## config.mk

```make
export PLATFORM = sky130hd
export DESIGN_NAME = key_event_to_vt100_encoder_top_flat
export DESIGN_NICKNAME = d
export VERILOG_FILES = /design/src/rtl/kev_pkg.sv /design/src/rtl/kev_if.sv /design/src/rtl/kev_encode.sv /design/src/rtl/key_event_to_vt100_encoder_top.sv /design/src/flat_wrapper.sv
export SDC_FILE = /design/constraint.sdc
export NUM_CORES = 1
export LEC_CHECK = 0
export BUFFER_PORTS_ARGS = -buffer_cell sky130_fd_sc_hd__buf_4
export CAP_MARGIN = 20
export CORE_MARGIN = 2
export CORE_UTILIZATION = 57
export CTS_BUF_LIST = sky130_fd_sc_hd__clkbuf_16
export CTS_CLUSTER_DIAMETER = 200
export DETAILED_ROUTE_END_ITERATION = 12
export PLACE_DENSITY_LB_ADDON = 0.15
export SYNTH_ARGS = -nofsm -noshare
export SYNTH_HDL_FRONTEND = slang
export SYNTH_SLANG_ARGS = --single-unit
export TNS_END_PERCENT = 100
```

## constraint.sdc

```tcl
create_clock -name clk -period 8.76 [get_ports clk]
set_input_delay 0.876 -clock clk [delete_from_list [all_inputs] [get_ports clk]]
set_output_delay 0.876 -clock clk [all_outputs]
set_load 0.03 [all_outputs]
```

## src/rtl/kev_pkg.sv

```systemverilog
// ----------------------------------------------------------------------------
// kev_pkg
// Shared types, constants and the function key sequence lookup for the
// key event to VT100 encoder.
// ----------------------------------------------------------------------------
package kev_pkg;

  localparam int VK_W   = 8;
  localparam int MOD_W  = 9;
  localparam int UNIT_W = 16;
  localparam int REP_W  = 16;
  localparam int SEQ_W  = 56;
  localparam int LEN_W  = 3;
  localparam int CP_W   = 21;

  localparam logic [7:0] ESC_BYTE = 8'h1B;
  localparam logic [7:0] VK_MENU  = 8'h12;

  localparam logic [UNIT_W-1:0] HS_LO  = 16'hD800;
  localparam logic [UNIT_W-1:0] LS_LO  = 16'hDC00;
  localparam logic [UNIT_W-1:0] LS_END = 16'hE000;

  // Modifier bit positions
  localparam int MB_RALT  = 0;
  localparam int MB_LALT  = 1;
  localparam int MB_RCTRL = 2;
  localparam int MB_LCTRL = 3;
  localparam int MB_SHIFT = 4;
  localparam int MB_ENH   = 8;

  // Sequence variants
  localparam logic [1:0] SEL_PLAIN      = 2'd0;
  localparam logic [1:0] SEL_SHIFT      = 2'd1;
  localparam logic [1:0] SEL_CTRL       = 2'd2;
  localparam logic [1:0] SEL_SHIFT_CTRL = 2'd3;

  // Key families in the escape table
  localparam logic [1:0] KIND_NONE   = 2'd0;
  localparam logic [1:0] KIND_TILDE  = 2'd1;
  localparam logic [1:0] KIND_LETTER = 2'd2;
  localparam logic [1:0] KIND_FKEY   = 2'd3;

  typedef struct packed {
    logic              cmd;
    logic              key_down;
    logic [VK_W-1:0]   virtual_key;
    logic [MOD_W-1:0]  modifier_bits;
    logic [UNIT_W-1:0] utf16_unit;
    logic [REP_W-1:0]  repeat_count;
  } key_item_t;

  typedef struct packed {
    logic [SEQ_W-1:0] seq_bytes;
    logic [LEN_W-1:0] seq_length;
    logic [REP_W-1:0] repeat_times;
  } seq_item_t;

  typedef struct packed {
    logic emit;
    logic pend_load;
    logic pend_clear;
  } enc_ctrl_t;

  typedef struct packed {
    logic             found;
    logic [39:0]      bytes;
    logic [LEN_W-1:0] len;
  } key_seq_t;

  function automatic logic is_compose_key(input logic [VK_W-1:0] vk);
    logic r;
    unique case (vk)
      8'h2D, 8'h23, 8'h28, 8'h22, 8'h25,
      8'h0C, 8'h27, 8'h24, 8'h26, 8'h21: r = 1'b1;
      default: r = (vk >= 8'h60) && (vk <= 8'h69);
    endcase
    return r;
  endfunction

  // Escape sequence body without the leading ESC, first byte in bits 7..0.
  function automatic key_seq_t key_lookup(input logic [VK_W-1:0] vk,
                                          input logic [1:0] sel);
    key_seq_t    r;
    logic [1:0]  kind;
    logic [7:0]  c0;
    logic [15:0] sh_code;
    logic [15:0] ct_code;
    logic [7:0]  sh_term;
    logic [7:0]  sc_term;
    logic        low_fkey;
    logic [7:0]  mod_ch;
    kind     = KIND_NONE;
    c0       = 8'h00;
    sh_code  = "00";
    ct_code  = "00";
    sh_term  = "~";
    sc_term  = "^";
    low_fkey = 1'b0;
    unique case (vk)
      8'h2D, 8'h60: begin kind = KIND_TILDE;  c0 = "2"; end
      8'h23, 8'h61: begin kind = KIND_TILDE;  c0 = "4"; end
      8'h28, 8'h62: begin kind = KIND_LETTER; c0 = "B"; end
      8'h22, 8'h63: begin kind = KIND_TILDE;  c0 = "6"; end
      8'h25, 8'h64: begin kind = KIND_LETTER; c0 = "D"; end
      8'h0C, 8'h65: begin kind = KIND_LETTER; c0 = "G"; end
      8'h27, 8'h66: begin kind = KIND_LETTER; c0 = "C"; end
      8'h26, 8'h67: begin kind = KIND_LETTER; c0 = "A"; end
      8'h24, 8'h68: begin kind = KIND_TILDE;  c0 = "1"; end
      8'h21, 8'h69: begin kind = KIND_TILDE;  c0 = "5"; end
      8'h2E, 8'h6E: begin kind = KIND_TILDE;  c0 = "3"; end
      8'h70: begin kind = KIND_FKEY; low_fkey = 1'b1; c0 = "A"; sh_code = "23"; ct_code = "11"; end
      8'h71: begin kind = KIND_FKEY; low_fkey = 1'b1; c0 = "B"; sh_code = "24"; ct_code = "12"; end
      8'h72: begin kind = KIND_FKEY; low_fkey = 1'b1; c0 = "C"; sh_code = "25"; ct_code = "13"; end
      8'h73: begin kind = KIND_FKEY; low_fkey = 1'b1; c0 = "D"; sh_code = "26"; ct_code = "14"; end
      8'h74: begin kind = KIND_FKEY; low_fkey = 1'b1; c0 = "E"; sh_code = "28"; ct_code = "15"; end
      8'h75: begin kind = KIND_FKEY; sh_code = "29"; ct_code = "17"; end
      8'h76: begin kind = KIND_FKEY; sh_code = "31"; ct_code = "18"; end
      8'h77: begin kind = KIND_FKEY; sh_code = "32"; ct_code = "19"; end
      8'h78: begin kind = KIND_FKEY; sh_code = "33"; ct_code = "20"; end
      8'h79: begin kind = KIND_FKEY; sh_code = "34"; ct_code = "21"; end
      8'h7A: begin
        kind = KIND_FKEY; sh_code = "23"; ct_code = "23"; sh_term = "$"; sc_term = "@";
      end
      8'h7B: begin
        kind = KIND_FKEY; sh_code = "24"; ct_code = "24"; sh_term = "$"; sc_term = "@";
      end
      default: kind = KIND_NONE;
    endcase

    unique case (sel)
      SEL_SHIFT: mod_ch = "2";
      SEL_CTRL:  mod_ch = "5";
      default:   mod_ch = "6";
    endcase

    r.found = (kind != KIND_NONE);
    r.bytes = '0;
    r.len   = '0;
    unique case (kind)
      KIND_TILDE: begin
        if (sel == SEL_PLAIN) begin
          r.bytes = {16'h0000, 8'h7E, c0, 8'h5B};
          r.len   = 3'd3;
        end else begin
          r.bytes = {8'h7E, mod_ch, 8'h3B, c0, 8'h5B};
          r.len   = 3'd5;
        end
      end
      KIND_LETTER: begin
        if (sel == SEL_PLAIN) begin
          r.bytes = {24'h000000, c0, 8'h5B};
          r.len   = 3'd2;
        end else begin
          r.bytes = {c0, mod_ch, 8'h3B, 8'h31, 8'h5B};
          r.len   = 3'd5;
        end
      end
      KIND_FKEY: begin
        r.len = 3'd4;
        unique case (sel)
          SEL_PLAIN: begin
            if (low_fkey) begin
              r.bytes = {16'h0000, c0, 8'h5B, 8'h5B};
              r.len   = 3'd3;
            end else begin
              r.bytes = {8'h00, 8'h7E, ct_code[7:0], ct_code[15:8], 8'h5B};
            end
          end
          SEL_SHIFT: r.bytes = {8'h00, sh_term, sh_code[7:0], sh_code[15:8], 8'h5B};
          SEL_CTRL:  r.bytes = {8'h00, 8'h5E, ct_code[7:0], ct_code[15:8], 8'h5B};
          default:   r.bytes = {8'h00, sc_term, sh_code[7:0], sh_code[15:8], 8'h5B};
        endcase
      end
      default: begin
        r.bytes = '0;
        r.len   = '0;
      end
    endcase
    return r;
  endfunction

endpackage

```

## src/rtl/kev_if.sv

```systemverilog
// ----------------------------------------------------------------------------
// kev_in_if / kev_out_if
// Valid/ready channels carrying key events in and escape sequences out.
// ----------------------------------------------------------------------------
interface kev_in_if
  import kev_pkg::*;
();
  logic              valid;
  logic              ready;
  logic              cmd;
  logic              key_down;
  logic [VK_W-1:0]   virtual_key;
  logic [MOD_W-1:0]  modifier_bits;
  logic [UNIT_W-1:0] utf16_unit;
  logic [REP_W-1:0]  repeat_count;

  modport source (
    output valid, cmd, key_down, virtual_key, modifier_bits, utf16_unit, repeat_count,
    input  ready
  );
  modport sink (
    input  valid, cmd, key_down, virtual_key, modifier_bits, utf16_unit, repeat_count,
    output ready
  );
endinterface

interface kev_out_if
  import kev_pkg::*;
();
  logic             valid;
  logic             ready;
  logic [SEQ_W-1:0] seq_bytes;
  logic [LEN_W-1:0] seq_length;
  logic [REP_W-1:0] repeat_times;

  modport source (
    output valid, seq_bytes, seq_length, repeat_times,
    input  ready
  );
  modport sink (
    input  valid, seq_bytes, seq_length, repeat_times,
    output ready
  );
endinterface

```

## src/rtl/kev_encode.sv

```systemverilog
// ----------------------------------------------------------------------------
// kev_encode
// Combinational encoder: filters one key event and builds its UTF-8 or
// VT100 byte sequence, using the pending high surrogate.
// ----------------------------------------------------------------------------
module kev_encode
  import kev_pkg::*;
(
  input  key_item_t         item,
  input  logic [UNIT_W-1:0] pend,
  output enc_ctrl_t         ctrl,
  output seq_item_t         res
);

  logic             l_alt, any_alt, any_ctrl, shift, enh;
  logic             has_unit, is_high, is_low, pend_ok, drop;
  logic [CP_W-1:0]  cp;
  logic [31:0]      u8_bytes;
  logic [LEN_W-1:0] u8_len;
  logic             chr_esc;
  logic [1:0]       sel;
  key_seq_t         kseq;
  logic [47:0]      key_base;

  assign l_alt    = item.modifier_bits[MB_LALT];
  assign any_alt  = item.modifier_bits[MB_LALT] | item.modifier_bits[MB_RALT];
  assign any_ctrl = item.modifier_bits[MB_LCTRL] | item.modifier_bits[MB_RCTRL];
  assign shift    = item.modifier_bits[MB_SHIFT];
  assign enh      = item.modifier_bits[MB_ENH];

  assign has_unit = (item.utf16_unit != '0);
  assign is_high  = (item.utf16_unit >= HS_LO) && (item.utf16_unit < LS_LO);
  assign is_low   = (item.utf16_unit >= LS_LO) && (item.utf16_unit < LS_END);
  assign pend_ok  = (pend >= HS_LO) && (pend < LS_LO);

  // Drop other events, plain releases and alt-numpad compose keys
  assign drop = item.cmd
              | (~item.key_down & ~((l_alt | (item.virtual_key == VK_MENU)) & has_unit))
              | (l_alt & ~enh & is_compose_key(item.virtual_key));

  always_comb begin
    if (is_low) begin
      if (pend_ok) begin
        cp = 21'h10000 + {1'b0, pend[9:0], item.utf16_unit[9:0]};
      end else begin
        cp = 21'h00FFFD;
      end
    end else begin
      cp = {5'd0, item.utf16_unit};
    end
  end

  always_comb begin
    priority if (cp < 21'h80) begin
      u8_bytes = {24'h0, cp[7:0]};
      u8_len   = 3'd1;
    end else if (cp < 21'h800) begin
      u8_bytes = {16'h0, 2'b10, cp[5:0], 3'b110, cp[10:6]};
      u8_len   = 3'd2;
    end else if (cp < 21'h10000) begin
      u8_bytes = {8'h0, 2'b10, cp[5:0], 2'b10, cp[11:6], 4'b1110, cp[15:12]};
      u8_len   = 3'd3;
    end else begin
      u8_bytes = {2'b10, cp[5:0], 2'b10, cp[11:6], 2'b10, cp[17:12], 5'b11110, cp[20:18]};
      u8_len   = 3'd4;
    end
  end

  assign chr_esc  = any_alt & ~any_ctrl & item.key_down;
  assign sel      = {any_ctrl, shift};
  assign kseq     = key_lookup(item.virtual_key, sel);
  assign key_base = {kseq.bytes, ESC_BYTE};

  always_comb begin
    ctrl.emit       = 1'b0;
    ctrl.pend_load  = 1'b0;
    ctrl.pend_clear = 1'b0;
    res.seq_bytes   = '0;
    res.seq_length  = '0;
    res.repeat_times = (item.repeat_count == '0) ? REP_W'(1) : item.repeat_count;
    if (!drop) begin
      if (has_unit) begin
        if (is_high) begin
          ctrl.pend_load = 1'b1;
        end else begin
          ctrl.emit       = 1'b1;
          ctrl.pend_clear = 1'b1;
          if (chr_esc) begin
            res.seq_bytes  = {16'h0, u8_bytes, ESC_BYTE};
            res.seq_length = u8_len + 3'd1;
          end else begin
            res.seq_bytes  = {24'h0, u8_bytes};
            res.seq_length = u8_len;
          end
        end
      end else if (kseq.found) begin
        ctrl.emit = 1'b1;
        if (any_alt) begin
          res.seq_bytes  = {key_base, ESC_BYTE};
          res.seq_length = kseq.len + 3'd2;
        end else begin
          res.seq_bytes  = {8'h0, key_base};
          res.seq_length = kseq.len + 3'd1;
        end
      end
    end
  end

endmodule

```

## src/rtl/key_event_to_vt100_encoder_top.sv

```systemverilog
// ----------------------------------------------------------------------------
// key_event_to_vt100_encoder_top
// Turns console key events into UTF-8 or VT100 escape byte sequences.
// ----------------------------------------------------------------------------
//  channel   dir   handshake        payload
//  in_ch     in    valid / ready    cmd, key_down, virtual_key, modifier_bits,
//                                   utf16_unit, repeat_count
//  out_ch    out   valid / ready    seq_bytes, seq_length, repeat_times
//
//  One item per cycle sustained while out_ch takes results. An accepted item
//  sits in the input register, is encoded there and moves into the result
//  register once the result slot is free; out_ch.valid follows that register.
//  Reset (rst_n low, synchronous) empties both stages and clears the pending
//  high surrogate.
//  A stalled result holds the result register; the input register takes an
//  item only while it is empty and holds it until the result slot frees.
// ----------------------------------------------------------------------------
module key_event_to_vt100_encoder_top
  import kev_pkg::*;
(
  input  logic          clk,
  input  logic          rst_n,
  kev_in_if.sink        in_ch,
  kev_out_if.source     out_ch
);

  logic              s1_valid_r, s1_valid_nxt;
  key_item_t         s1_item_r;
  logic              out_valid_r, out_valid_nxt;
  seq_item_t         out_item_r;
  logic [UNIT_W-1:0] pend_r, pend_nxt;

  logic      in_fire, out_free, s1_adv;
  key_item_t in_item;
  enc_ctrl_t enc_ctrl;
  seq_item_t enc_res;

  // Gather the incoming item
  assign in_item = '{
    cmd:           in_ch.cmd,
    key_down:      in_ch.key_down,
    virtual_key:   in_ch.virtual_key,
    modifier_bits: in_ch.modifier_bits,
    utf16_unit:    in_ch.utf16_unit,
    repeat_count:  in_ch.repeat_count
  };

  // The result slot is free when empty or being taken this cycle
  assign out_free    = ~out_valid_r | out_ch.ready;
  assign s1_adv      = s1_valid_r & out_free;
  assign in_ch.ready = ~s1_valid_r | out_free;
  assign in_fire     = in_ch.valid & in_ch.ready;

  kev_encode u_encode (
    .item (s1_item_r),
    .pend (pend_r),
    .ctrl (enc_ctrl),
    .res  (enc_res)
  );

  always_comb begin
    // advance the input stage
    if (in_fire) begin
      s1_valid_nxt = 1'b1;
    end else if (s1_adv) begin
      s1_valid_nxt = 1'b0;
    end else begin
      s1_valid_nxt = s1_valid_r;
    end

    // load a result or drop the one just taken
    if (s1_adv) begin
      out_valid_nxt = enc_ctrl.emit;
    end else if (out_ch.ready) begin
      out_valid_nxt = 1'b0;
    end else begin
      out_valid_nxt = out_valid_r;
    end

    // pending high surrogate changes only as an item leaves the input stage
    if (s1_adv && enc_ctrl.pend_load) begin
      pend_nxt = s1_item_r.utf16_unit;
    end else if (s1_adv && enc_ctrl.pend_clear) begin
      pend_nxt = '0;
    end else begin
      pend_nxt = pend_r;
    end
  end

  always_ff @(posedge clk) begin
    if (!rst_n) begin
      s1_valid_r  <= 1'b0;
      out_valid_r <= 1'b0;
      pend_r      <= '0;
    end else begin
      s1_valid_r  <= s1_valid_nxt;
      out_valid_r <= out_valid_nxt;
      pend_r      <= pend_nxt;
    end
  end

  // Payload registers: no reset
  always_ff @(posedge clk) begin
    if (in_fire) begin
      s1_item_r <= in_item;
    end
    if (s1_adv && enc_ctrl.emit) begin
      out_item_r <= enc_res;
    end
  end

  assign out_ch.valid        = out_valid_r;
  assign out_ch.seq_bytes    = out_item_r.seq_bytes;
  assign out_ch.seq_length   = out_item_r.seq_length;
  assign out_ch.repeat_times = out_item_r.repeat_times;

endmodule

```

## src/flat_wrapper.sv

```systemverilog
// flat-port wrapper written by rule: the top's interface ports become plain ports
module key_event_to_vt100_encoder_top_flat import kev_pkg::*;
  (clk, rst_n, in_ch_valid, in_ch_cmd, in_ch_key_down, in_ch_virtual_key, in_ch_modifier_bits, in_ch_utf16_unit, in_ch_repeat_count, in_ch_ready, out_ch_valid, out_ch_seq_bytes, out_ch_seq_length, out_ch_repeat_times, out_ch_ready);
  kev_in_if in_ch_i ();
  kev_out_if out_ch_i ();
  input  logic clk;
  input  logic rst_n;
  input wire logic [$bits(in_ch_i.valid)-1:0] in_ch_valid;
  input wire logic [$bits(in_ch_i.cmd)-1:0] in_ch_cmd;
  input wire logic [$bits(in_ch_i.key_down)-1:0] in_ch_key_down;
  input wire logic [$bits(in_ch_i.virtual_key)-1:0] in_ch_virtual_key;
  input wire logic [$bits(in_ch_i.modifier_bits)-1:0] in_ch_modifier_bits;
  input wire logic [$bits(in_ch_i.utf16_unit)-1:0] in_ch_utf16_unit;
  input wire logic [$bits(in_ch_i.repeat_count)-1:0] in_ch_repeat_count;
  output wire logic [$bits(in_ch_i.ready)-1:0] in_ch_ready;
  output wire logic [$bits(out_ch_i.valid)-1:0] out_ch_valid;
  output wire logic [$bits(out_ch_i.seq_bytes)-1:0] out_ch_seq_bytes;
  output wire logic [$bits(out_ch_i.seq_length)-1:0] out_ch_seq_length;
  output wire logic [$bits(out_ch_i.repeat_times)-1:0] out_ch_repeat_times;
  input wire logic [$bits(out_ch_i.ready)-1:0] out_ch_ready;
  assign in_ch_i.valid = in_ch_valid;
  assign in_ch_i.cmd = in_ch_cmd;
  assign in_ch_i.key_down = in_ch_key_down;
  assign in_ch_i.virtual_key = in_ch_virtual_key;
  assign in_ch_i.modifier_bits = in_ch_modifier_bits;
  assign in_ch_i.utf16_unit = in_ch_utf16_unit;
  assign in_ch_i.repeat_count = in_ch_repeat_count;
  assign in_ch_ready = in_ch_i.ready;
  assign out_ch_valid = out_ch_i.valid;
  assign out_ch_seq_bytes = out_ch_i.seq_bytes;
  assign out_ch_seq_length = out_ch_i.seq_length;
  assign out_ch_repeat_times = out_ch_i.repeat_times;
  assign out_ch_i.ready = out_ch_ready;
  key_event_to_vt100_encoder_top u_core (.clk(clk), .rst_n(rst_n), .in_ch(in_ch_i), .out_ch(out_ch_i));
endmodule
```

Word-level counts from Yosys, hierarchy flattened

Index checks and enable logic that the tools add are counted.

Register bits: 144
Output and inout bits: 77
Word-level logic and storage cells: 162
Input bits: 55

Add/subtract/negate cells: 4
$lt $le $gt $ge: 11
Equal/unequal tests: 40
Multiplexer cells: 41
Bitwise gates (word level): 21
Reduce and logical (&&, ||, !) cells: 33

Operator list:

| operator                                                      | number |
|---|---|
| two-way mux 59 bit                                            | 4 |
| equality test 8 x 7 -> 1 bit (second input constant)          | 23 |
| one-hot mux 43 bit (3 select lines)                           | 1 |
| one-hot mux 10 bit (12 select lines)                          | 1 |
| one-hot mux 40 bit (3 select lines)                           | 1 |
| one-hot mux 10 bit (10 select lines)                          | 1 |
| two-way mux 32 bit                                            | 3 |
| two-way mux 43 bit                                            | 2 |
| one-hot mux 7 bit (12 select lines)                           | 1 |
| equality test 8 x 6 -> 1 bit (second input constant)          | 10 |
| >= comparator 16 bit (second input constant)                  | 3 |
| less-than comparator 16 bit (second input constant)           | 3 |
| two-way mux 21 bit                                            | 2 |
| two-way mux 42 bit                                            | 1 |
| two-way mux 16 bit                                            | 2 |
| two-way mux 31 bit                                            | 1 |
| OR reduction 12 bit                                           | 2 |
| adder 17 x 20 -> 21 bit (first input constant)                | 1 |
| less-than comparator 21 x 12 -> 1 bit (second input constant) | 1 |
| less-than comparator 21 x 17 -> 1 bit (second input constant) | 1 |
| less-than comparator 21 x 8 -> 1 bit (second input constant)  | 1 |
| OR reduction 10 bit                                           | 2 |
| OR reduction 2 bit                                            | 10 |
| two-way mux 3 bit                                             | 6 |
| other kinds (24)                                              | 67 |

Logic depth before layout (Yosys ltp)

Gate-level depths: netlist of run 1.

Depth in word-level cells: 12
Depth in mapped cells: 13
Gate-level depth less buffers: 11

Modules after synthesis

Synthesis of run 1 repeated with hierarchy kept, for this count alone.

Cells, all modules: 707
Area total of the unflattened synthesis: 7602.3 µm²

Modules (own cells, without submodules):

| module                         | sequential area each (µm²) | area an instance (µm²) | instances | cells each |
|---|---|---|---|---|
| key_event_to_vt100_encoder_top | 4144.0                     | 4380.5                 | 1         | 174 |
| kev_encode                     | 0.0                        | 3221.8                 | 1         | 533 |

Worst setup path after synthesis of run 1

OpenSTA, ideal clock, no wires.

Path type: register to register
From: register u_core.s1_item_r[31] (netlist bit)
To: register u_core.out_item_r, in the netlist u_core.out_ch.repeat_times[0] (enable)
Path slack: 2434 ps
Stages on the path, launching flop included: 9
Period minus slack after synthesis: 6326 ps
Data arrival time: 5800 ps
Setup time: 526 ps
Required time: 8234 ps
Path buffers: 2
Path through: edfxtp_1 or4_1 or3_1 nor2_2 nand2_1 a211o_1 buf_2 buf_2 a21oi_1

Longest elaborated chain between the ends: 8
Elaborated cells on any way between the ends: 13
Classes of those cells: order compare: 2; mux: 3; bitwise: 5; reduce/logical: 3

Ends and longest elaborated chain:

| what                                                                         | line                                  | text |
|---|---|---|
| start, declared                                                              | key_event_to_vt100_encoder_top.sv:28  | `key_item_t s1_item_r;` |
| start signal, assigned                                                       | key_event_to_vt100_encoder_top.sv:105 | `s1_item_r <= in_item;` |
| parallel branches: the longest is 6 deep, another holds >= comparator 16 bit | --                                    |  |
| two-way mux 3 bit (*)                                                        | kev_encode.sv:81                      | `if (!drop) begin` |
| logical AND 1 bit (*)                                                        | key_event_to_vt100_encoder_top.sv:107 | `if (s1_adv && enc_ctrl.emit) begin` |
| end signal, assigned                                                         | key_event_to_vt100_encoder_top.sv:108 | `out_item_r <= enc_res;` |
| end, declared                                                                | key_event_to_vt100_encoder_top.sv:30  | `seq_item_t out_item_r;` |

Mark *: on every way between the ends.
A chain may end at the register's enable or synchronous reset.

Worst setup path in the final report of run 1

From: register u_core.s1_item_r[42] (netlist bit)
To: register u_core.out_item_r, in the netlist u_core.out_ch.seq_bytes[7] (enable)

Longest elaborated chain between the ends: 9
Elaborated cells on any way between the ends: 56
Classes of those cells: order compare: 2; eq/ne: 35; mux: 5; bitwise: 7; reduce/logical: 7

Ends and longest elaborated chain:

| what                                                                        | line |
|---|---|
| parallel branches: the longest is 7 deep, another holds OR reduction 12 bit | -- |
| two-way mux 3 bit (*)                                                       | kev_encode.sv:81 |
| logical AND 1 bit (*)                                                       | key_event_to_vt100_encoder_top.sv:107 |

Marks and branches as above.

==> results of run 1 <==
stage by stage:
stage | hold slack, ns | util, % | power [W] | area [um^2]
2_1_floorplan | 0.4400 | - | 0.0008644 | 7605
3_3_place_gp | 0.4295 | 65.16 | 0.0009140 | 8561
3_5_place_dp | 0.4340 | 65.20 | 0.0009177 | 8566
4_1_cts | 0.4466 | 69.49 | 0.001596 | 9129
5_1_grt | 0.4591 | 69.72 | 0.001643 | 9160
6_report | 0.4416 | 69.72 | 0.001592 | 9160
critical path, stage by stage, from the launching register on:
cell and delay, ns:
edfxtp_1 0.97, nor4_1 0.22, and3_1 0.23, a311oi_1 0.58, nand2_1 0.25, a211o_1 0.67, a21oi_4 0.64, buf_4 0.66
layout by cell type, fill, tap and decap left out, types with 5 or more instances in the layout:
cell type  count
o31ai_1       14
a31oi_1       11
nor3_1        19
or2_2         10
nor4_1        17
nand2_1       47
or3_1          6
a21boi_1      10
a211oi_1      13
clkbuf_16     17
a21oi_1       41
a21o_1         5
nand3_1       37
nand2b_1      18
ha_1           9
nand4_1        6
xnor2_1        5
mux2i_1       11
buf_4        133
inv_1         20
and3_1         7
nor2b_1       17
o22ai_1       16
and2_1         6
o21a_1         5
o211ai_1      13
o32ai_1        5
edfxtp_1     120
o21ai_0       36
dfxtp_1       18
o311ai_0       5
nor2_1        54
o21ai_1        7
registers in the layout (all words and copies together) (netlist names):
register and cells:
u_core.out_ch.repeat_times 16, u_core.out_ch.seq_bytes 53, u_core.out_ch.seq_length 3, u_core.out_ch.valid 1
u_core.pend_r 16, u_core.s1_item_r 48, u_core.s1_valid_r 1
power by group through the flow:
stage,clock network [W],logic (W),registers (W)
2_1_floorplan,0,0.0000944,0.000770
5_1_grt,0.000720,0.000163,0.000760
4_1_cts,0.000691,0.000147,0.000758
3_3_place_gp,0,0.000144,0.000770
3_5_place_dp,0,0.000146,0.000771
6_report,0.000683,0.000151,0.000759
layout make-up:
cell class | instances | area [um^2]
Clock buffer | 17 | 425.4
Sequential cell | 138 | 3964
Clock inverter | 15 | 137.6
Tap cell | 176 | 220.2
Inverter | 16 | 60.06
Timing Repair Buffer | 136 | 1035
Fill cell | 1009 | 3978
Multi-Input combinational cell | 526 | 3318
metal layers:
| metal | share of wire [%] | global-route usage (%) | vias up | routed length (um) |
|---|---|---|---|---|
| met2 | 44 | 43.64 | 441 | 9098 |
| met5 | 0 | 0 | - | 0 |
| li1 | - | - | 3031 | - |
| met1 | 41 | 40.96 | 3112 | 8573 |
| met3 | 12 | 8.190 | 54 | 2419 |
| met4 | 2.7 | 12.13 | 0 | 567 |
kinds of logic after synthesis:
logic type | count (synthesis) | share of synthesized area (%)
XOR/XNOR | 7 | 0.8066
AND/OR/NAND/NOR | 271 | 19.23
other | 1 | 0.04934
flip-flops | 138 | 52.15
buffers and inverters | 80 | 4.412
multiplexers | 12 | 1.597
adder cells (fa/ha/maj) | 9 | 1.482
AO/OA/AOI/OAI | 225 | 20.28
cells in the mapped netlist, types with 4 or more instances:
master and n:
a211o_1 4, a211oi_1 13, a21boi_0 4, a21boi_1 10, a21o_1 5, a21oi_1 42
a31oi_1 11, and2_1 7, and3_1 7, buf_2 13, buf_4 5, clkbuf_1 43
dfxtp_1 18, edfxtp_1 120, ha_1 9, inv_1 16, mux2i_1 11, nand2_1 47
nand2b_1 18, nand3_1 37, nand4_1 6, nor2_1 54, nor2b_1 17, nor3_1 19
nor4_1 17, nor4bb_1 4, o211ai_1 13, o21a_1 5, o21ai_0 36, o21ai_1 7
o22ai_1 16, o311ai_0 5, o31ai_1 14, o32ai_1 5, or2_2 10, or3_1 6
or4_1 4, xnor2_1 5
how the worst max path moves through the flow:
stage                                          to  slack [ns]  depth (start not counted)
CTS                   u_core.out_ch.seq_bytes[29]        4.19                          7
finish                 u_core.out_ch.seq_bytes[7]        4.12                          7
global route           u_core.out_ch.seq_bytes[0]        3.86                          7
global placement       u_core.out_ch.seq_bytes[0]        4.34                          7
floorplan           u_core.out_ch.repeat_times[0]        2.43                          8
detailed placement    u_core.out_ch.seq_bytes[10]        4.22                          7
==> impl_metrics.json, run 1 <==
{
  "hold_buffers": 0,
  "cts_setup_buffers": 0,
  "slew_headroom_pct": 30.88,
  "start_kind": "flip-flop",
  "dp.cells": 990,
  "synth.top_cell.area_share_pct": 47.41,
  "cts_tree": "built",
  "cp_data_required_time_ns": 8.81,
  "layout_min_cycle_time_ns": 4.641,
  "first_pass_iters": 6,
  "max_freq_ghz": 0.2155,
  "hold_violations": 0,
  "setup_tns_ns": 0,
  "instances_no_fill": 1024,
  "cap_violations": 0,
  "synth_area_leaders": "edfxtp_1 (47%), dfxtp_1 (4.7%), a21oi_1 (2.8%)",
  "clk_latency_ns": 0.43,
  "finalCritPeriodShare_pct": 52.98,
  "die_width_um": 119.5,
  "num_antenna_cells": 0,
  "drt_wl_total_um": 20660,
  "cts_resized": 0,
  "path_max_fanout": 56,
  "cts-root-buf": "clkbuf_16",
  "synth_area_mm2": 0.007601,
  "hold-path-endpoint": "u_core.out_ch.repeat_times[1]",
  "p_sw_w": 0.0003852,
  "grt_pass1_vias": 6093,
  "sw_frac_of_total_pct": 24.19,
  "skew_ns": 0.008234,
  "critPathLaunch": "u_core.s1_item_r[42]",
  "remaining_drc_errors": 0,
  "place_ws_ns": 4.216,
  "ff2ff_setup_slack_ns": 4.12,
  "finalNetCount": 899,
  "grt_remaining_overflow": 0,
  "dp_hpwl_um": 14720,
  "grt_pass1_wl_um": 32340,
  "synth_edf_count": 120,
  "cts.htree.levels": 4,
  "cts_sinks": 138,
  "start_util_pct": 57.86,
  "finalSetupViolCount": 0,
  "intPower_w": 0.001207,
  "vias_per_cell": 6.482,
  "grt_max_degree": 57,
  "area_growth_pct": 20.51,
  "r2r-end": "u_core.out_ch.seq_bytes[7]",
  "status": "complete, no violations",
  "setup_slack_ns": 4.119,
  "syn_inst": 743,
  "ys.flop_type": "edfxtp_1",
  "worstMarginPinSlew_ns": 1.037,
  "antenna_found_initial": 0,
  "drtAntennaViolNets": 0,
  "seq_power_share_pct": 47.6,
  "die-area_mm2": 0.01427,
  "drive_gt1_share_pct": 22.29,
  "p_leak_nw": 3.398,
  "synth-seq-cells": 138,
  "row_count": 42,
  "track_usage_pct": 29.43,
  "synth_top_area_cell": "edfxtp_1",
  "p_clk_share_pct": 42.9,
  "async_reset_ff_share_pct": 0,
  "crit_arrival_ns": 4.69,
  "io_buffers": 126,
  "drv_slew": 0,
  "synth_cell_types": 79,
  "wl_per_cell_um": 20.17,
  "pwr-share-comb_pct": 9.5,
  "ys_warn_count": 0,
  "powerDensity_mw_per_mm2": 173.8,
  "min_path_type": "reg -> reg",
  "die_h_um": 119.5,
  "gp_congestion": 0.9701,
  "grt_setup_unrepaired": "false",
  "reg2reg_depth": 7,
  "critPathKind": "reg -> reg",
  "hp-start": "u_core.s1_item_r[1]",
  "drtIter0Drc": 892,
  "hold_path_depth": 0,
  "ir_drop_mv": 0.1399,
  "r2r-start": "u_core.s1_item_r[42]",
  "cts.path.max_buffers": 2,
  "vias": 6638,
  "avgSynthCellArea_um2": 10.23,
  "endpoint_kind": "flip-flop",
  "seq_area_frac_synth_pct": 52.15,
  "path_clk_slew_ns": 0.06,
  "ios": 132,
  "numCtsBuffers": 17,
  "core_area_mm2": 0.01314
}
Power figures use the tool's default switching activity.
==> run 2, diff against run 1 <==
--- a/config.mk
+++ b/config.mk
@@ -5,6 +5,7 @@
 export SDC_FILE = /design/constraint.sdc
 export NUM_CORES = 1
 export LEC_CHECK = 0
+export ABC_AREA = 1
 export BUFFER_PORTS_ARGS = -buffer_cell sky130_fd_sc_hd__buf_4
 export CAP_MARGIN = 20
 export CORE_MARGIN = 2
==> constraint.sdc (replaced) <==
create_clock -name clk -period 4.6 [get_ports clk]
set_input_delay 0.46 -clock clk [delete_from_list [all_inputs] [get_ports clk]]
set_output_delay 0.46 -clock clk [all_outputs]
set_load 0.03 [all_outputs]
==> impl_metrics.json, run 2 <==
{
  "drtIter0Drc": 643,
  "synth_top_area_cell": "edfxtp_1",
  "antenna_found_initial": 0,
  "cts_sinks": 138,
  "slew_headroom_pct": 55.90,
  "crit_arrival_ns": 3.57,
  "layout_min_cycle_time_ns": 3.393,
  "path_clk_slew_ns": 0.07,
  "wl_per_cell_um": 15.79,
  "gp_congestion": 0.9528,
  "grt_setup_unrepaired": "false",
  "cts_resized": 0,
  "slowest_delay_ns": 0.52,
  "r2r-end": "u_core.out_ch.seq_length[2]",
  "numCtsBuffers": 17,
  "p_clk_share_pct": 41.8,
  "hold_buffers": 0,
  "drt_wl_total_um": 19960,
  "syn_inst": 960,
  "p_total_w": 0.003041,
  "dp_hpwl_um": 14700,
  "core_area_mm2": 0.01324,
  "synth-seq-cells": 138,
  "grt_remaining_overflow": 0,
  "seq_area_mm2": 0.003964,
  "grt_max_degree": 49,
  "ios": 132,
  "synth_compound_area_share_pct": 7.311,
  "synthMuxAreaShare_pct": 0,
  "cts-root-buf": "clkbuf_16",
  "synth_area_mm2": 0.007752,
  "cts.path.max_buffers": 2,
  "seq_power_share_pct": 47.4,
  "wl_met3_um": 1621,
  "vias_per_cell": 5.498,
  "cp_top_family": "simple AND/OR/NAND/NOR gates",
  "finalNetCount": 1139,
  "multi_input_area_mm2": 0.003246,
  "cp_data_required_time_ns": 4.78,
  "ys.flop_type": "edfxtp_1",
  "cts.htree.levels": 4,
  "critPathLaunch": "u_core.s1_item_r[29]",
  "reg2reg_depth": 17,
  "routed.top_layer": "met4",
  "critPathBufInv": 3,
  "skew_ns": 0.01223,
  "fillers": 1134,
  "finalSetupViolCount": 0,
  "ff2ff_setup_slack_ns": 1.21,
  "die_h_um": 120.6,
  "avgSynthCellArea_um2": 8.075,
  "vias": 6950,
  "finish.utilization_pct": 70.58,
  "setup_tns_ns": 0,
  "synth.top_cell.area_share_pct": 46.48,
  "cts_setup_buffers": 0,
  "drtAntennaViolNets": 0,
  "synth_cell_types": 39,
  "instances_no_fill": 1264,
  "ys_warn_count": 0,
  "wl_met2_um": 9015,
  "grt_pass1_wl_um": 32290,
  "die-area_mm2": 0.01455,
  "hp-start": "in_ch_virtual_key[5]",
  "area_growth_pct": 20.56,
  "path_common_cell": "nand2_1",
  "drive_gt1_share_pct": 20.13,
  "status": "complete, no violations",
  "sw_frac_of_total_pct": 25.52,
  "max_freq_ghz": 0.2947,
  "path_max_fanout": 14,
  "synth_area_leaders": "edfxtp_1 (46%), nand2_1 (14%), nor2_1 (5.9%)",
  "synth_simple_gate_area_share_pct": 32.89,
  "r2r-start": "u_core.s1_item_r[29]",
  "start_kind": "flip-flop",
  "p_sw_w": 0.0007761,
  "cp_cell_sequence": "inv_1 > nand2_1 > nor3_2 > nand3_1 > nand2_1 > inv_1 > nand2_1 > nor2_1 > nand2_1 > inv_1 > nor2_1 > ha_1 > nand2_1 > xor2_1 > o21ai_1 > nor2_1 > nor2_1",
  "final_common_cell": "nand2_1",
  "remaining_drc_errors": 0,
  "worst_path_max_delay_cell": "nor3_2",
  "async_reset_ff_share_pct": 0,
  "layout_common_cells": "nand2_1 (286), buf_4 (129), nor2_1 (121)",
  "critPathKind": "reg -> reg",
  "pwr-share-comb_pct": 10.8,
  "synth-xor-area-share_pct": 0.1130,
  "dp.cells": 1231,
  "finalCritPeriodShare_pct": 73.76,
  "endpoint_kind": "flip-flop",
  "met1Wirelength_um": 8899,
  "die_width_um": 120.6,
  "row_count": 42,
  "grt_pass1_vias": 6386,
  "hold_violations": 0,
  "hold-path-endpoint": "u_core.s1_item_r[46]",
  "intPower_w": 0.002265,
  "p_leak_nw": 4.091,
  "drv_slew": 0,
  "start_util_pct": 58.54,
  "hold_path_depth": 1,
  "largest_reg_flops": 53,
  "synth_edf_count": 120,
  "powerDensity_mw_per_mm2": 325.4,
  "min_path_type": "in -> reg",
  "first_pass_iters": 6,
  "clk_latency_ns": 0.43,
  "worstMarginPinSlew_ns": 0.6579,
  "num_antenna_cells": 0,
  "cts_tree": "built",
  "cap_violations": 0,
  "synthTopCellsByCount": "nand2_1 (286), nor2_1 (121), edfxtp_1 (120), nand3_1 (86), inv_1 (76)",
  "synth_most_common_cell": "nand2_1",
  "track_usage_pct": 28.68,
  "io_buffers": 126,
  "synth_fa_ha_area_share_pct": 1.453,
  "synth_top_family_by_area": "simple AND/OR/NAND/NOR gates",
  "seq_area_frac_synth_pct": 51.13,
  "ir_drop_mv": 0.3237
}
-- run 2: cell count changes in the layout (fill, tap and decap cells not counted), moves of 13 or more --
cell | previous run | this run
nand3_1 | 37 | 86
nand2_1 | 47 | 286
nor2b_1 | 17 | 0
o22ai_1 | 16 | 0
o31ai_1 | 14 | 0
inv_2 | 0 | 21
nor2_1 | 54 | 121
o21ai_0 | 36 | 23
nor4_1 | 17 | 4
o21ai_1 | 7 | 27
inv_1 | 20 | 74
nand4_1 | 6 | 28
nand2b_1 | 18 | 0
-- run 2: cell families (layout without fill, tap and decap cells) --
logic type,after synthesis,in the layout
buffers and inverters,132,259
xor gates and xnor gates,1,1
AOI/OAI and AO/OA,105,105
adders and majority gates,9,9
DFF,138,138
other,1,2
and+or+nand+nor,574,574
-- run 2: per-stage QoR --
step	hold WS, ns	instance area (um^2)	worst slack (ns)
after floorplan	0.4314	7756	0.9783
after global placement	0.4308	8778	1.313
after detailed placement	0.4366	8778	1.292
after CTS	0.1926	9326	1.271
after global routing	0.1936	9346	0.9040
final	0.2045	9346	1.207
-- run 2: power by group through the flow --
stage / sequential (W) / combinational (W) / clock (W)
floorplan: 0.00151 / 0.000162 / 0
global placement: 0.00146 / 0.000320 / 0
detailed placement: 0.00147 / 0.000323 / 0
CTS: 0.00144 / 0.000325 / 0.00128
global route: 0.00145 / 0.000360 / 0.00133
finish: 0.00144 / 0.000330 / 0.00127
-- run 2: cell type report --
class / instances / share of cell area (%)
inverters: 96 / 3.855
flip-flops and latches: 138 / 42.41
repair buffers: 131 / 10.79
clock buffers: 17 / 4.552
multi-input cells: 691 / 34.73
well taps: 176 / 2.356
clock inverters: 15 / 1.312
-- run 2: per-layer routing --
layer / track usage, % / vias to the layer above
met5: 0 / -
met4: 10.97 / 0
met3: 5.472 / 34
met2: 43.61 / 316
met1: 40.91 / 3174
li1: - / 3426
-- run 2: worst max-delay path by stage --
stage	end	cells past startpoint
floorplan	u_core.out_ch.repeat_times[0]	16
global placement	u_core.out_ch.seq_length[2]	17
detailed placement	u_core.out_ch.seq_length[2]	16
CTS	u_core.out_ch.seq_bytes[23]	14
global route	u_core.out_ch.seq_length[2]	17
finish	u_core.out_ch.seq_length[2]	17
==> run 3, diff against run 2 <==
==> constraint.sdc (replaced) <==
create_clock -name clk -period 3.18 [get_ports clk]
set_input_delay 0.318 -clock clk [delete_from_list [all_inputs] [get_ports clk]]
set_output_delay 0.318 -clock clk [all_outputs]
set_load 0.03 [all_outputs]
==> impl_metrics.json, run 3 (synthesis gave the netlist of run 2 again) <==
{
  "cts_tree": "built",
  "p_sw_w": 0.001133,
  "cts-root-buf": "clkbuf_16",
  "remaining_drc_errors": 0,
  "hold_buffers": 0,
  "grt_remaining_overflow": 0,
  "row_count": 42,
  "clk_latency_ns": 0.43,
  "setup_slack_ns": 0.3234,
  "vias": 6965,
  "die-area_mm2": 0.01455,
  "crit_arrival_ns": 3.15,
  "drt_wl_total_um": 20540,
  "worst_path_max_delay_cell": "edfxtp_1",
  "min_path_type": "in -> reg",
  "grt_max_degree": 65,
  "cp_cell_sequence": "nand2_1 > nor2_1 > nand2_1 > o21ai_1 > nor2_1 > nand3_1 > o21ai_0 > nand2_1 > ha_1 > or2_2 > a21oi_1 > nor2_1 > nor2_1",
  "die_h_um": 120.6,
  "endpoint_kind": "flip-flop",
  "drive_gt1_share_pct": 21.91,
  "grt_pass1_wl_um": 32490,
  "ff2ff_setup_slack_ns": 0.32,
  "path_max_fanout": 7,
  "powerDensity_mw_per_mm2": 473.1,
  "drtIter0Drc": 744,
  "reg2reg_depth": 13,
  "critPathBufInv": 0,
  "finalNetCount": 1151,
  "cts_resized": 0,
  "hold_violations": 0,
  "ir_drop_mv": 0.5886,
  "pwr-share-comb_pct": 10.8,
  "place_ws_ns": 0.4103,
  "finalSetupViolCount": 0,
  "vias_per_cell": 5.458,
  "r2r-end": "u_core.out_ch.seq_length[2]",
  "first_pass_iters": 5,
  "finalCritPeriodShare_pct": 89.83,
  "drtAntennaViolNets": 0,
  "cp_top_family": "simple AND/OR/NAND/NOR gates",
  "hold_path_depth": 1,
  "start_kind": "flip-flop",
  "status": "complete, no violations",
  "io_buffers": 126,
  "final_area_mm2": 0.009512,
  "skew_ns": 0.008366,
  "cts.path.max_buffers": 2,
  "cp_data_required_time_ns": 3.47,
  "hp-start": "in_ch_utf16_unit[12]",
  "num_antenna_cells": 0,
  "placed_cell_area_mm2": 0.008917,
  "die_width_um": 120.6,
  "dp_hpwl_um": 15250,
  "cts.htree.levels": 4,
  "hold_ws_ns": 0.06097,
  "ios": 132,
  "antenna_found_initial": 1,
  "intPower_w": 0.003367,
  "max_freq_ghz": 0.3501,
  "numCtsBuffers": 17,
  "r2r-start": "u_core.s1_item_r[41]",
  "worstMarginPinSlew_ns": 0.5773,
  "critPathKind": "reg -> reg",
  "p_leak_nw": 4.207,
  "layout_common_cells": "nand2_1 (276), buf_4 (141), nor2_1 (120), edfxtp_1 (120), nand3_1 (86)",
  "wl_per_cell_um": 16.10,
  "drv_slew": 0,
  "core_area_mm2": 0.01324,
  "final_common_cell": "nand2_1",
  "sw_frac_of_total_pct": 25.18,
  "area_growth_pct": 22.69,
  "grt_pass1_vias": 6499,
  "slew_headroom_pct": 61.47,
  "slowest_delay_ns": 0.50,
  "grt_setup_unrepaired": "false",
  "track_usage_pct": 28.99,
  "path_clk_slew_ns": 0.06,
  "gp_congestion": 0.9584,
  "layout_min_cycle_time_ns": 2.857,
  "cts_sinks": 138,
  "largest_reg_flops": 53,
  "cap_violations": 0,
  "seq_power_share_pct": 46.4,
  "p_total_w": 0.004500,
  "path_common_cell": "nor2_1",
  "p_clk_share_pct": 42.8,
  "hold-path-endpoint": "u_core.s1_item_r[28]",
  "start_util_pct": 58.54,
  "cts_setup_buffers": 0
}
run 3: cell count changes in the layout (fill, tap and decap cells not counted), moves of 2 or more:
cell        previous run  this run
inv_2                 21        19
buf_4                129       141
clkinvlp_4             4         2
nand2_2                5        13
nand2_1              286       276
inv_1                 74        76
nand2_4                1         3
run 3: metal layers:
metal | vias up | wire length [um] | share of wire, % | track usage, %
met5 | - | 13 | 0.063 | 0
met4 | 2 | 502 | 2.4 | 10.25
met3 | 40 | 1670 | 8.1 | 5.991
met2 | 316 | 9450 | 46 | 46.43
met1 | 3144 | 8901 | 43 | 39.34
li1 | 3463 | - | - | -
run 3: layout make-up:
type,count,area (um^2)
Sequential cell,138,3964
Fill cell,1074,3731
Multi-Input combinational cell,691,3288
Timing Repair Buffer,143,1099
Clock buffer,17,425.4
Inverter,96,366.6
Tap cell,176,220.2
Clock inverter,15,148.9
run 3: worst max path at each step:
stage / slack, ns / start / cells past startpoint / to
after floorplan: -0.02 / u_core.s1_item_r[47] / 16 / u_core.out_ch.repeat_times[0]
after global routing: 0.11 / u_core.pend_r[14] / 17 / u_core.out_ch.seq_length[2]
after CTS: 0.39 / u_core.s1_item_r[48] / 16 / u_core.out_ch.seq_bytes[29]
final: 0.32 / u_core.s1_item_r[41] / 13 / u_core.out_ch.seq_length[2]
after detailed placement: 0.41 / u_core.s1_item_r[48] / 16 / u_core.out_ch.seq_bytes[31]
after global placement: 0.45 / u_core.s1_item_r[48] / 16 / u_core.out_ch.seq_bytes[31]
run 3: power groups by stage:
stage                     registers [W]  clock network, W  logic, W
after CTS                       0.00209           0.00194  0.000480
after detailed placement        0.00212                 0  0.000475
after floorplan                 0.00218                 0  0.000237
after global placement          0.00212                 0  0.000471
final                           0.00209           0.00193  0.000487
after global routing            0.00209           0.00202  0.000530
run 3: stage by stage:
step | TNS, ns | util [%] | instances
after floorplan | -1.702 | - | 961
after global placement | 0 | 67.34 | 1243
after detailed placement | 0 | 67.34 | 1243
after CTS | 0 | 71.67 | 1275
after global routing | 0 | 71.83 | 1276
final | 0 | 71.83 | 1276
